## src/rtl/mmpsc_pkg.sv

```systemverilog
// Shared types and constants of the multi-mode speed controller.
// Word layouts, register indexes, control-law codes and multiplier ports.
// No dependencies.
package mmpsc_pkg;

  localparam int unsigned DATA_W      = 32;
  localparam int unsigned CFG_IDX_W   = 3;
  localparam int unsigned SETUP_W     = 5;
  localparam int unsigned PERIOD_W    = 31;
  localparam int unsigned MUL_DIGIT_W = 4;
  localparam int unsigned MUL_DIGITS  = DATA_W / MUL_DIGIT_W;

  localparam logic [CFG_IDX_W-1:0] REG_SETUP  = 3'd0;
  localparam logic [CFG_IDX_W-1:0] REG_GAIN   = 3'd1;
  localparam logic [CFG_IDX_W-1:0] REG_TAU    = 3'd2;
  localparam logic [CFG_IDX_W-1:0] REG_KD     = 3'd3;
  localparam logic [CFG_IDX_W-1:0] REG_PERIOD = 3'd4;
  localparam logic [CFG_IDX_W-1:0] REG_UPPER  = 3'd5;
  localparam logic [CFG_IDX_W-1:0] REG_LOWER  = 3'd6;
  localparam logic [CFG_IDX_W-1:0] REG_SCALE  = 3'd7;

  localparam logic [1:0] LAW_P   = 2'd0;
  localparam logic [1:0] LAW_PI  = 2'd1;
  localparam logic [1:0] LAW_PID = 2'd2;
  localparam logic [1:0] LAW_PT1 = 2'd3;

  localparam logic [1:0] WINDUP_RESET = 2'd1;
  localparam logic [1:0] WINDUP_STAB  = 2'd2;

  localparam logic signed [DATA_W-1:0] ZERO_TARGET_LIMIT = 32'sd1311;
  localparam logic signed [DATA_W-1:0] S32_MAX = 32'sh7FFF_FFFF;
  localparam logic signed [DATA_W-1:0] S32_MIN = 32'sh8000_0000;

  typedef struct packed {
    logic                     mode;
    logic signed [DATA_W-1:0] sample_value;
  } in_word_t;

  typedef struct packed {
    logic signed [DATA_W-1:0] drive_value;
  } out_word_t;

  typedef struct packed {
    logic                     start;
    logic signed [DATA_W-1:0] a;
    logic signed [DATA_W-1:0] b;
  } mul_req_t;

  typedef struct packed {
    logic                     done;
    logic signed [DATA_W-1:0] q;
  } mul_rsp_t;

endpackage

```

## src/rtl/mmpsc_stream_if.sv

```systemverilog
// Valid/ready channels of the speed controller: sample words in, drive words out.
// Depends on mmpsc_pkg for the word layouts.
interface mmpsc_in_if;
  logic                valid;
  logic                ready;
  mmpsc_pkg::in_word_t data;

  modport source(output valid, output data, input ready);
  modport sink(input valid, input data, output ready);
endinterface

interface mmpsc_out_if;
  logic                 valid;
  logic                 ready;
  mmpsc_pkg::out_word_t data;

  modport source(output valid, output data, input ready);
  modport sink(input valid, input data, output ready);
endinterface

```

## src/rtl/mmpsc_mul.sv

```systemverilog
// Digit-serial Q16.16 multiplier: 4-bit digits of one magnitude per cycle,
// then round to nearest and saturate to 32 bits. Depends on mmpsc_pkg.
module mmpsc_mul (
  input  logic                clk_i,
  input  logic                rst_ni,
  input  mmpsc_pkg::mul_req_t req_i,
  output mmpsc_pkg::mul_rsp_t rsp_o
);
  import mmpsc_pkg::*;

  localparam int unsigned CNT_W  = $clog2(MUL_DIGITS);
  localparam int unsigned PROD_W = 2 * DATA_W;
  localparam int unsigned SUM_W  = DATA_W + MUL_DIGIT_W;
  localparam int unsigned RND_W  = PROD_W + 2;
  localparam int unsigned FRAC_W = 16;

  logic [PROD_W-1:0] prod_q;
  logic [DATA_W-1:0] mb_q;
  logic              neg_q;
  logic [CNT_W-1:0]  cnt_q;
  logic              busy_q;
  logic              fin_q;
  logic              done_q;
  logic signed [DATA_W-1:0] q_q;

  logic [DATA_W-1:0] mag_a;
  logic [DATA_W-1:0] mag_b;
  logic [SUM_W-1:0]  sum;
  logic [RND_W-1:0]  rnd;
  logic [RND_W-1:0]  rnd_add;
  logic signed [DATA_W-1:0] q_sat;

  assign mag_a = req_i.a[DATA_W-1] ? DATA_W'(-req_i.a) : DATA_W'(req_i.a);
  assign mag_b = req_i.b[DATA_W-1] ? DATA_W'(-req_i.b) : DATA_W'(req_i.b);

  assign sum = SUM_W'(prod_q[PROD_W-1:DATA_W])
             + SUM_W'(SUM_W'(mb_q) * SUM_W'(prod_q[MUL_DIGIT_W-1:0]));

  assign rnd_add = neg_q ? RND_W'((1 << (FRAC_W - 1)) + 1) : RND_W'(1 << (FRAC_W - 1));
  assign rnd     = ({2'b00, prod_q} ^ {RND_W{neg_q}}) + rnd_add;

  always_comb begin
    if ((&rnd[RND_W-1:FRAC_W+DATA_W-1]) || !(|rnd[RND_W-1:FRAC_W+DATA_W-1])) begin
      q_sat = rnd[FRAC_W+DATA_W-1:FRAC_W];
    end else if (rnd[RND_W-1]) begin
      q_sat = S32_MIN;
    end else begin
      q_sat = S32_MAX;
    end
  end

  always_ff @(posedge clk_i or negedge rst_ni) begin
    if (!rst_ni) begin
      busy_q <= 1'b0;
      fin_q  <= 1'b0;
      done_q <= 1'b0;
      cnt_q  <= '0;
    end else begin
      done_q <= 1'b0;
      if (req_i.start) begin
        busy_q <= 1'b1;
        cnt_q  <= '0;
      end else if (busy_q) begin
        cnt_q <= cnt_q + 1'b1;
        if (cnt_q == CNT_W'(MUL_DIGITS - 1)) begin
          busy_q <= 1'b0;
          fin_q  <= 1'b1;
        end
      end else if (fin_q) begin
        fin_q  <= 1'b0;
        done_q <= 1'b1;
      end
    end
  end

  always_ff @(posedge clk_i) begin
    if (req_i.start) begin
      prod_q <= {{DATA_W{1'b0}}, mag_a};
      mb_q   <= mag_b;
      neg_q  <= req_i.a[DATA_W-1] ^ req_i.b[DATA_W-1];
    end else if (busy_q) begin
      prod_q <= {sum, prod_q[DATA_W-1:MUL_DIGIT_W]};
    end
    if (fin_q) begin
      q_q <= q_sat;
    end
  end

  assign rsp_o.done = done_q;
  assign rsp_o.q    = q_q;

endmodule

```

## src/rtl/multi_mode_pid_speed_controller.sv

```systemverilog
// Multi-mode speed controller (P, PI, PID, PT1) on Q16.16 samples.
// Depends on mmpsc_pkg, mmpsc_stream_if and mmpsc_mul.
//
// A set-point word is stored as it is, or in PT1 mode first scaled by the
// correction factor. A measured word needs 2 products for P, 3 for PT1 and 5
// for PI and PID; a word with a zero target needs none. The single shared
// multiplier handles a 32-bit operand four bits per cycle and then rounds.
// The drive word waits in an output register; the next sample is taken
// meanwhile, and a second measured word holds until the first drive is taken.
module multi_mode_pid_speed_controller (
  input  logic                                 clk_i,
  input  logic                                 rst_ni,
  mmpsc_in_if.sink                             sample_i,
  mmpsc_out_if.source                          drive_o,
  input  logic                                 cfg_we_i,
  input  logic [mmpsc_pkg::CFG_IDX_W-1:0]      cfg_idx_i,
  input  logic [mmpsc_pkg::DATA_W-1:0]         cfg_wdata_i
);
  import mmpsc_pkg::*;

  localparam int unsigned ST_W = 4;
  localparam logic [ST_W-1:0] S_IDLE  = 4'd0;
  localparam logic [ST_W-1:0] S_SPMUL = 4'd1;
  localparam logic [ST_W-1:0] S_INT   = 4'd2;
  localparam logic [ST_W-1:0] S_PROP  = 4'd3;
  localparam logic [ST_W-1:0] S_INTG  = 4'd4;
  localparam logic [ST_W-1:0] S_INTG2 = 4'd5;
  localparam logic [ST_W-1:0] S_DERIV = 4'd6;
  localparam logic [ST_W-1:0] S_PT1   = 4'd7;
  localparam logic [ST_W-1:0] S_CLAMP = 4'd8;
  localparam logic [ST_W-1:0] S_SCALE = 4'd9;
  localparam logic [ST_W-1:0] S_EMIT  = 4'd10;

  localparam int unsigned ACC_W = DATA_W + 2;

  typedef logic signed [DATA_W-1:0] s32_t;
  typedef logic signed [ACC_W-1:0]  s34_t;

  function automatic s32_t sat34(input s34_t x);
    s32_t r;
    if (x > ACC_W'(S32_MAX)) begin
      r = S32_MAX;
    end else if (x < ACC_W'(S32_MIN)) begin
      r = S32_MIN;
    end else begin
      r = x[DATA_W-1:0];
    end
    return r;
  endfunction

  function automatic s32_t abs_sat(input s32_t x);
    s32_t r;
    if (x == S32_MIN) begin
      r = S32_MAX;
    end else if (x < 0) begin
      r = -x;
    end else begin
      r = x;
    end
    return r;
  endfunction

  logic [SETUP_W-1:0]  setup_q;
  s32_t                gain_q, tau_q, kd_q, upper_q, lower_q, scale_q;
  logic [PERIOD_W-1:0] period_q;

  logic [ST_W-1:0] state_q, state_d;
  logic            issued_q, issued_d;
  s32_t            target_q, target_d;
  logic            fwd_q, fwd_d;
  s32_t            integ_q, integ_d;
  s32_t            prev_e_q, prev_e_d;
  s32_t            prev_out_q, prev_out_d;
  s32_t            e_q, e_d;
  s32_t            m1_q, m1_d;
  s34_t            acc_q, acc_d;
  s32_t            y_q, y_d;
  s32_t            v_q, v_d;
  logic            out_valid_q, out_valid_d;
  s32_t            out_q, out_d;

  mul_req_t mul_req;
  mul_rsp_t mul_rsp;
  logic     mul_start;

  logic [1:0] law;
  logic [1:0] windup;
  logic       use_dir;
  logic       accept;
  s32_t       v_abs, v_forced, e_new, d_val, inner, t_val, n_up, n_dn;

  assign law     = setup_q[1:0];
  assign windup  = setup_q[3:2];
  assign use_dir = setup_q[4];

  assign sample_i.ready            = (state_q == S_IDLE);
  assign accept                    = sample_i.valid && (state_q == S_IDLE);
  assign drive_o.valid             = out_valid_q;
  assign drive_o.data.drive_value  = out_q;

  assign v_abs    = abs_sat(sample_i.data.sample_value);
  assign v_forced = use_dir ? (fwd_q ? v_abs : -v_abs) : sample_i.data.sample_value;
  assign e_new    = sat34(ACC_W'(target_q) - ACC_W'(v_forced));
  assign d_val    = sat34(ACC_W'(e_q) - ACC_W'(prev_e_q));
  assign inner    = sat34(ACC_W'(m1_q) - ACC_W'(prev_out_q));
  assign t_val    = sat34(ACC_W'(m1_q) + ACC_W'(mul_rsp.q));
  assign n_up     = sat34(ACC_W'(integ_q) + ACC_W'(upper_q) - ACC_W'(t_val));
  assign n_dn     = sat34(ACC_W'(integ_q) + ACC_W'(lower_q) - ACC_W'(t_val));

  always_comb begin
    mul_req.start = mul_start;
    mul_req.a     = gain_q;
    mul_req.b     = e_q;
    unique case (state_q)
      S_SPMUL: begin
        mul_req.a = v_q;
        mul_req.b = kd_q;
      end
      S_INT: begin
        mul_req.a = e_q;
        mul_req.b = DATA_W'(period_q);
      end
      S_INTG, S_INTG2: begin
        mul_req.a = tau_q;
        mul_req.b = integ_q;
      end
      S_DERIV: begin
        mul_req.a = kd_q;
        mul_req.b = d_val;
      end
      S_PT1: begin
        mul_req.a = tau_q;
        mul_req.b = inner;
      end
      S_SCALE: begin
        mul_req.a = y_q;
        mul_req.b = scale_q;
      end
      default: begin
        mul_req.a = gain_q;
        mul_req.b = e_q;
      end
    endcase
  end

  always_comb begin
    state_d     = state_q;
    issued_d    = issued_q;
    target_d    = target_q;
    fwd_d       = fwd_q;
    integ_d     = integ_q;
    prev_e_d    = prev_e_q;
    prev_out_d  = prev_out_q;
    e_d         = e_q;
    m1_d        = m1_q;
    acc_d       = acc_q;
    y_d         = y_q;
    v_d         = v_q;
    out_d       = out_q;
    out_valid_d = out_valid_q && !drive_o.ready;
    mul_start   = 1'b0;

    if (state_q != S_IDLE && state_q != S_CLAMP && state_q != S_EMIT && !issued_q) begin
      mul_start = 1'b1;
      issued_d  = 1'b1;
    end
    if (mul_rsp.done) begin
      issued_d = 1'b0;
    end

    unique case (state_q)
      S_IDLE: begin
        if (accept) begin
          if (sample_i.data.mode) begin
            if (sample_i.data.sample_value > 0) begin
              fwd_d = 1'b1;
            end else if (sample_i.data.sample_value < 0) begin
              fwd_d = 1'b0;
            end
            if (law == LAW_PT1) begin
              v_d     = sample_i.data.sample_value;
              state_d = S_SPMUL;
            end else begin
              target_d = sample_i.data.sample_value;
            end
          end else if (abs_sat(target_q) < ZERO_TARGET_LIMIT) begin
            integ_d    = '0;
            prev_e_d   = '0;
            prev_out_d = '0;
            y_d        = '0;
            state_d    = S_EMIT;
          end else begin
            e_d = e_new;
            if (law == LAW_PI || law == LAW_PID) begin
              state_d = S_INT;
            end else begin
              state_d = S_PROP;
            end
          end
        end
      end
      S_SPMUL: begin
        if (mul_rsp.done) begin
          target_d = mul_rsp.q;
          state_d  = S_IDLE;
        end
      end
      S_INT: begin
        if (mul_rsp.done) begin
          integ_d = sat34(ACC_W'(integ_q) + ACC_W'(mul_rsp.q));
          state_d = S_PROP;
        end
      end
      S_PROP: begin
        if (mul_rsp.done) begin
          m1_d = mul_rsp.q;
          case (law)
            LAW_P: begin
              y_d     = mul_rsp.q;
              state_d = S_CLAMP;
            end
            LAW_PT1: state_d = S_PT1;
            default: state_d = S_INTG;
          endcase
        end
      end
      S_INTG: begin
        if (mul_rsp.done) begin
          if (law == LAW_PID) begin
            acc_d   = ACC_W'(m1_q) + ACC_W'(mul_rsp.q);
            state_d = S_DERIV;
          end else begin
            if (windup == WINDUP_RESET) begin
              if (t_val >= upper_q || t_val <= lower_q) begin
                integ_d = '0;
              end
            end else if (windup == WINDUP_STAB) begin
              if (t_val >= upper_q) begin
                integ_d = (n_up < 0) ? '0 : n_up;
              end else if (t_val <= lower_q) begin
                integ_d = (n_dn > 0) ? '0 : n_dn;
              end
            end
            state_d = S_INTG2;
          end
        end
      end
      S_INTG2: begin
        if (mul_rsp.done) begin
          y_d     = t_val;
          state_d = S_CLAMP;
        end
      end
      S_DERIV: begin
        if (mul_rsp.done) begin
          y_d      = sat34(acc_q + ACC_W'(mul_rsp.q));
          prev_e_d = e_q;
          state_d  = S_CLAMP;
        end
      end
      S_PT1: begin
        if (mul_rsp.done) begin
          y_d     = sat34(ACC_W'(prev_out_q) + ACC_W'(mul_rsp.q));
          state_d = S_CLAMP;
        end
      end
      S_CLAMP: begin
        if (y_q > upper_q) begin
          y_d = upper_q;
        end else if (y_q < lower_q) begin
          y_d = lower_q;
        end
        state_d = S_SCALE;
      end
      S_SCALE: begin
        if (mul_rsp.done) begin
          y_d        = mul_rsp.q;
          prev_out_d = mul_rsp.q;
          state_d    = S_EMIT;
        end
      end
      S_EMIT: begin
        if (!out_valid_q || drive_o.ready) begin
          out_valid_d = 1'b1;
          out_d       = y_q;
          state_d     = S_IDLE;
        end
      end
      default: state_d = S_IDLE;
    endcase
  end

  mmpsc_mul u_mul (
    .clk_i  (clk_i),
    .rst_ni (rst_ni),
    .req_i  (mul_req),
    .rsp_o  (mul_rsp)
  );

  always_ff @(posedge clk_i or negedge rst_ni) begin
    if (!rst_ni) begin
      setup_q  <= 5'd25;
      gain_q   <= 32'sd1048576;
      tau_q    <= 32'sd524288;
      kd_q     <= 32'sd10485760;
      period_q <= 31'd1638;
      upper_q  <= 32'sd1048576;
      lower_q  <= -32'sd1048576;
      scale_q  <= 32'sd65536;
    end else if (cfg_we_i) begin
      unique case (cfg_idx_i)
        REG_SETUP:  setup_q  <= cfg_wdata_i[SETUP_W-1:0];
        REG_GAIN:   gain_q   <= cfg_wdata_i;
        REG_TAU:    tau_q    <= cfg_wdata_i;
        REG_KD:     kd_q     <= cfg_wdata_i;
        REG_PERIOD: period_q <= cfg_wdata_i[PERIOD_W-1:0];
        REG_UPPER:  upper_q  <= cfg_wdata_i;
        REG_LOWER:  lower_q  <= cfg_wdata_i;
        REG_SCALE:  scale_q  <= cfg_wdata_i;
        default:    setup_q  <= setup_q;
      endcase
    end
  end

  always_ff @(posedge clk_i or negedge rst_ni) begin
    if (!rst_ni) begin
      state_q     <= S_IDLE;
      issued_q    <= 1'b0;
      out_valid_q <= 1'b0;
      target_q    <= '0;
      fwd_q       <= 1'b1;
      integ_q     <= '0;
      prev_e_q    <= '0;
      prev_out_q  <= '0;
    end else begin
      state_q     <= state_d;
      issued_q    <= issued_d;
      out_valid_q <= out_valid_d;
      target_q    <= target_d;
      fwd_q       <= fwd_d;
      integ_q     <= integ_d;
      prev_e_q    <= prev_e_d;
      prev_out_q  <= prev_out_d;
    end
  end

  always_ff @(posedge clk_i) begin
    e_q   <= e_d;
    m1_q  <= m1_d;
    acc_q <= acc_d;
    y_q   <= y_d;
    v_q   <= v_d;
    out_q <= out_d;
  end

endmodule

```

## src/flat_wrapper.sv

```systemverilog
// flat-port wrapper written by rule: the top's interface ports become plain ports
module multi_mode_pid_speed_controller_flat import mmpsc_pkg::*;
  (clk_i, rst_ni, cfg_we_i, cfg_idx_i, cfg_wdata_i, sample_i_valid, sample_i_data, sample_i_ready, drive_o_valid, drive_o_data, drive_o_ready);
  mmpsc_in_if sample_i_i ();
  mmpsc_out_if drive_o_i ();
  input  logic clk_i;
  input  logic rst_ni;
  input  logic cfg_we_i;
  input  logic [mmpsc_pkg::CFG_IDX_W-1:0] cfg_idx_i;
  input  logic [mmpsc_pkg::DATA_W-1:0] cfg_wdata_i;
  input wire logic [$bits(sample_i_i.valid)-1:0] sample_i_valid;
  input wire logic [$bits(sample_i_i.data)-1:0] sample_i_data;
  output wire logic [$bits(sample_i_i.ready)-1:0] sample_i_ready;
  output wire logic [$bits(drive_o_i.valid)-1:0] drive_o_valid;
  output wire logic [$bits(drive_o_i.data)-1:0] drive_o_data;
  input wire logic [$bits(drive_o_i.ready)-1:0] drive_o_ready;
  assign sample_i_i.valid = sample_i_valid;
  assign sample_i_i.data = sample_i_data;
  assign sample_i_ready = sample_i_i.ready;
  assign drive_o_valid = drive_o_i.valid;
  assign drive_o_data = drive_o_i.data;
  assign drive_o_i.ready = drive_o_ready;
  multi_mode_pid_speed_controller u_core (.clk_i(clk_i), .rst_ni(rst_ni), .sample_i(sample_i_i), .drive_o(drive_o_i), .cfg_we_i(cfg_we_i), .cfg_idx_i(cfg_idx_i), .cfg_wdata_i(cfg_wdata_i));
endmodule
```

## config.mk

```make
export PLATFORM = sky130hd
export DESIGN_NAME = multi_mode_pid_speed_controller_flat
export DESIGN_NICKNAME = d
export VERILOG_FILES = /design/src/rtl/mmpsc_pkg.sv /design/src/rtl/mmpsc_stream_if.sv /design/src/rtl/mmpsc_mul.sv /design/src/rtl/multi_mode_pid_speed_controller.sv /design/src/flat_wrapper.sv
export SDC_FILE = /design/constraint.sdc
export NUM_CORES = 2
export LEC_CHECK = 0
export ABC_AREA = 0
export BUFFER_PORTS_ARGS = -buffer_cell sky130_fd_sc_hd__buf_4
export CAP_MARGIN = 10
export CELL_PAD_IN_SITES_DETAIL_PLACEMENT = 2
export CELL_PAD_IN_SITES_GLOBAL_PLACEMENT = 2
export CORE_MARGIN = 2
export CORE_UTILIZATION = 45
export CTS_CLUSTER_SIZE = 12
export DETAILED_ROUTE_END_ITERATION = 12
export MAX_ROUTING_LAYER = met4
export PLACE_DENSITY_LB_ADDON = 0.12
export SLEW_MARGIN = 5
export SYNTH_ARGS = -nofsm -noshare
export SYNTH_HDL_FRONTEND = slang
export SYNTH_HIERARCHICAL = 1
export SYNTH_SLANG_ARGS = --single-unit
```

## constraint.sdc

```tcl
create_clock -name clk_i -period 15 [get_ports clk_i]
set_input_delay 3.75 -clock clk_i [delete_from_list [all_inputs] [get_ports clk_i]]
set_output_delay 3.75 -clock clk_i [all_outputs]
set_load 0.01 [all_outputs]
```

==> summary.md <==
| Metric | Value |
|---|---|
| Status | finished clean |
| Fin. Hold Viols | 0 |
| Commonest non-fill, non-tap cells in the layout | 501 x nand2_1, 501 x a21oi_1, 488 x nor2_1, 476 x ha_1, 427 x inv_1 |
| Root Buffer | clkbuf_16 |
| Max-cap viol count | 0 |
| Final Slew Violations | 0 |
| Worst hold stages | 1 |
| Top cell family by delay on the critical path | compound AO/OA/AOI/OAI gates |
| Startpoint Class | flip-flop |
| Most flop-heavy register | u_core/u_mul/prod_q |
| Global-route wire length before repair | 462,000 um |
| IO Port Bufs | ~110 |
| Clock-pin slew on the worst setup and hold paths | 0.06 ns |
| Synth cell types | 115 |
| Post-CTS Hold Buffers | 0 |
| Worst hold endpoint | u_core/gain_q[9]$_DFFE_PN0P_ |
| Final min period | 11.33 ns |
| Prevailing post-synth register cell | dfrtp_1 |
| Reg2reg start | u_core/u_mul/q_q[0]$_DFFE_PP_ |
| Post-synth top area cell | edfxtp_1 |
| Yosys top cell area share | 0.141 |
| Yosys reg bits | 691 |
| Hold Crit Start | u_core/gain_q[9]$_DFFE_PN0P_ |
| Synth Warn # | 6 |
| Reg2Reg Depth | 30 |
| Post-synth EDFFs | 290 |
| GRT overflow | 0 |
| Final setup violation count | 0 |
| CP Max Fanout | 27 |
| IO Pins | 107 |
| Die Span Y | 375 um |
| Buf/Inv on CP | 6 |
| Required time worst endpoint | 15.54 ns |
| Final nets | 7,590 |
| Least-Margin Pin Slew | 1.33 ns |
| Seq/Total Area, Yosys | 0.301 |
| Vias in the first global route | about 63,000 |
| Via Count | 61,300 |
| H-tree Lvls | 3 |
| Slew HR | 0.109 |
| Regs by FF count | u_core/u_mul/prod_q x64, u_core/acc_q x33 |
| Largest register FFs | 64 |
| Core box area | between 100,000 and 150,000 um2 |
| Final period util | 0.755 |
| Ys async rst share | 0.534 |
| Final GP Congestion | roughly 0.99 |
| Die span in x | 375 um |
| DP HPWL | 246,000 um |
| Setup bufs post-CTS | 0 |
| Unrepaired setup endpoints after global routing | false |
| Peak Freq | 88.3 MHz |
| Synth-to-layout area growth | 10.3% |
| Flop2flop setup slack | approximately 3.7 ns |
| Post-CTS sizing | 0 |
| First-pass iteration count of the detailed router | 8 |
| Clk_lat worst skew | 0.75 ns |
| Routed Antenna Nets | 0 |
| Largest net degree at the start of global routing | 103 |
| CP startpoint | u_core/u_mul/q_q[0]$_DFFE_PP_ |
| Type of the worst setup path | reg -> reg |
| Worst path max stage delay | 0.97 ns |
| Critical Path AT | 11.87 ns |
| Layout cells sized above 1 | 0.114 |
| Clock Skews | 0.0495 ns |
| Cell area after synthesis | 61,800 um2 |
| Hold Path Class | reg -> reg |
| Drt total wl | 322,000 um |
| Vias/cell | 6.99 |
| Number of core rows | 135 |
| Die area | approximately 140,000 um2 |
| Syn avg cell area | 9.00 um2 |
| Setup TNS | 0 ns |
| R2r endpoint | u_core/integ_q[22]$_DFFE_PN0P_ |
| Clk buf depth | 3 |
| Synth area leaders | edfxtp_1 14%, dfrtp_1 14%, ha_1 9.6% |
| Syn Inst Count | 6,865 |
| Post-synth net total | 7,576 |
| Number of CTS-inserted buffers | 90 |
| CTS sink cnt | 691 |
| # DRC | 0 |
| Crit. End Element | flip-flop |
| DR WL/cell | 36.8 um |
| CTS tree | built |
| Detailed Route Iter0 Violations | 7,171 |
| CP max stage cell | a31oi_4 |
| Initial Util | 0.455 |
| Overall Global Routing Usage | 0.462 |
| Antenna violations before repair | 34 |
==> synthesized netlist by cell type (66+ instances only) <==
library cell and count:
a21oi_1 507, nand2_1 502, nor2_1 494, ha_1 476, inv_1 427, o21ai_0 387
dfrtp_1 341, edfxtp_1 290, clkbuf_1 264, xnor2_1 250, mux2_2 236, a21o_1 174
xor2_1 165, fa_1 162, nand3_1 158, and2_1 155, mux2i_1 124, nor3_1 108
o211ai_1 100, nand4_1 96, a31oi_1 94, o21a_1 74, a211oi_1 71, nor2b_1 66
==> layer usage <==
layer,vias up,routed length (um),GRT usage
li1,25400,-,-
met1,31900,134000,0.614
met2,3290,136000,0.660
met3,698,33200,0.102
met4,0,19200,0.233
met5,-,0,-
==> metrics by stage <==
stage / worst slack [ns] / instance area [um2] / hold slack (ns) / util / std cells
2_1_floorplan: 5.10 / 61800 / 0.465 / - / 6865
3_3_place_gp: 4.17 / 64800 / 0.487 / 0.477 / 8564
3_5_place_dp: 3.84 / 64800 / 0.496 / 0.477 / 8565
4_1_cts: 4.32 / 68000 / 0.510 / 0.500 / 8734
5_1_grt: 3.38 / 68100 / 0.514 / 0.501 / 8754
6_report: 3.67 / 68200 / 0.510 / 0.501 / 8768
==> worst max path at each step <==
stage                                     end  slack [ns]  cells past startpoint
2_1_floorplan    u_core/e_q[21]$_SDFFCE_PN1P_        5.10                     29
3_3_place_gp     u_core/e_q[11]$_SDFFCE_PN1P_        4.17                     27
3_5_place_dp     u_core/e_q[11]$_SDFFCE_PN1P_        3.84                     27
4_1_cts        u_core/integ_q[22]$_DFFE_PN0P_        4.32                     30
5_1_grt        u_core/integ_q[22]$_DFFE_PN0P_        3.38                     26
6_report       u_core/integ_q[22]$_DFFE_PN0P_        3.67                     30
==> logic make-up (layout without fill, tap and decap cells) <==
kind of cell	after synthesis	count (layout)	share of synthesized area
AOI/OAI and AO/OA	2045	2045	0.220
and+or+nand+nor	1941	1941	0.157
buffers and inverters	754	845	0.0471
DFF	691	691	0.301
adders and majority gates	657	657	0.152
xor gates and xnor gates	415	415	0.0588
muxes	362	362	0.0636
other	0	31	0
==> worst reg2reg max path, delay by kind of cell (launching register included) <==
kind	cells	cell delay [ns]
DFF	1	0.33
AOI/OAI and AO/OA	16	6.44
and+or+nand+nor	4	1.41
buffers and inverters	6	1.49
adders and majority gates	4	1.47
==> cell type report <==
type | count | area (um2)
antenna | 31 | 77.6
multi-input combinational | 5420 | 40500
timing repair buffer | 247 | 1900
fill | 14400 | 67800
inverter | 429 | 1610
sequential | 691 | 18600
clock buffer | 132 | 2700
tap | 1781 | 2230
clock inverter | 37 | 483
Power is not shown: default switching activity piles up to over one toggle a cycle in this logic, so the estimate is an artifact.
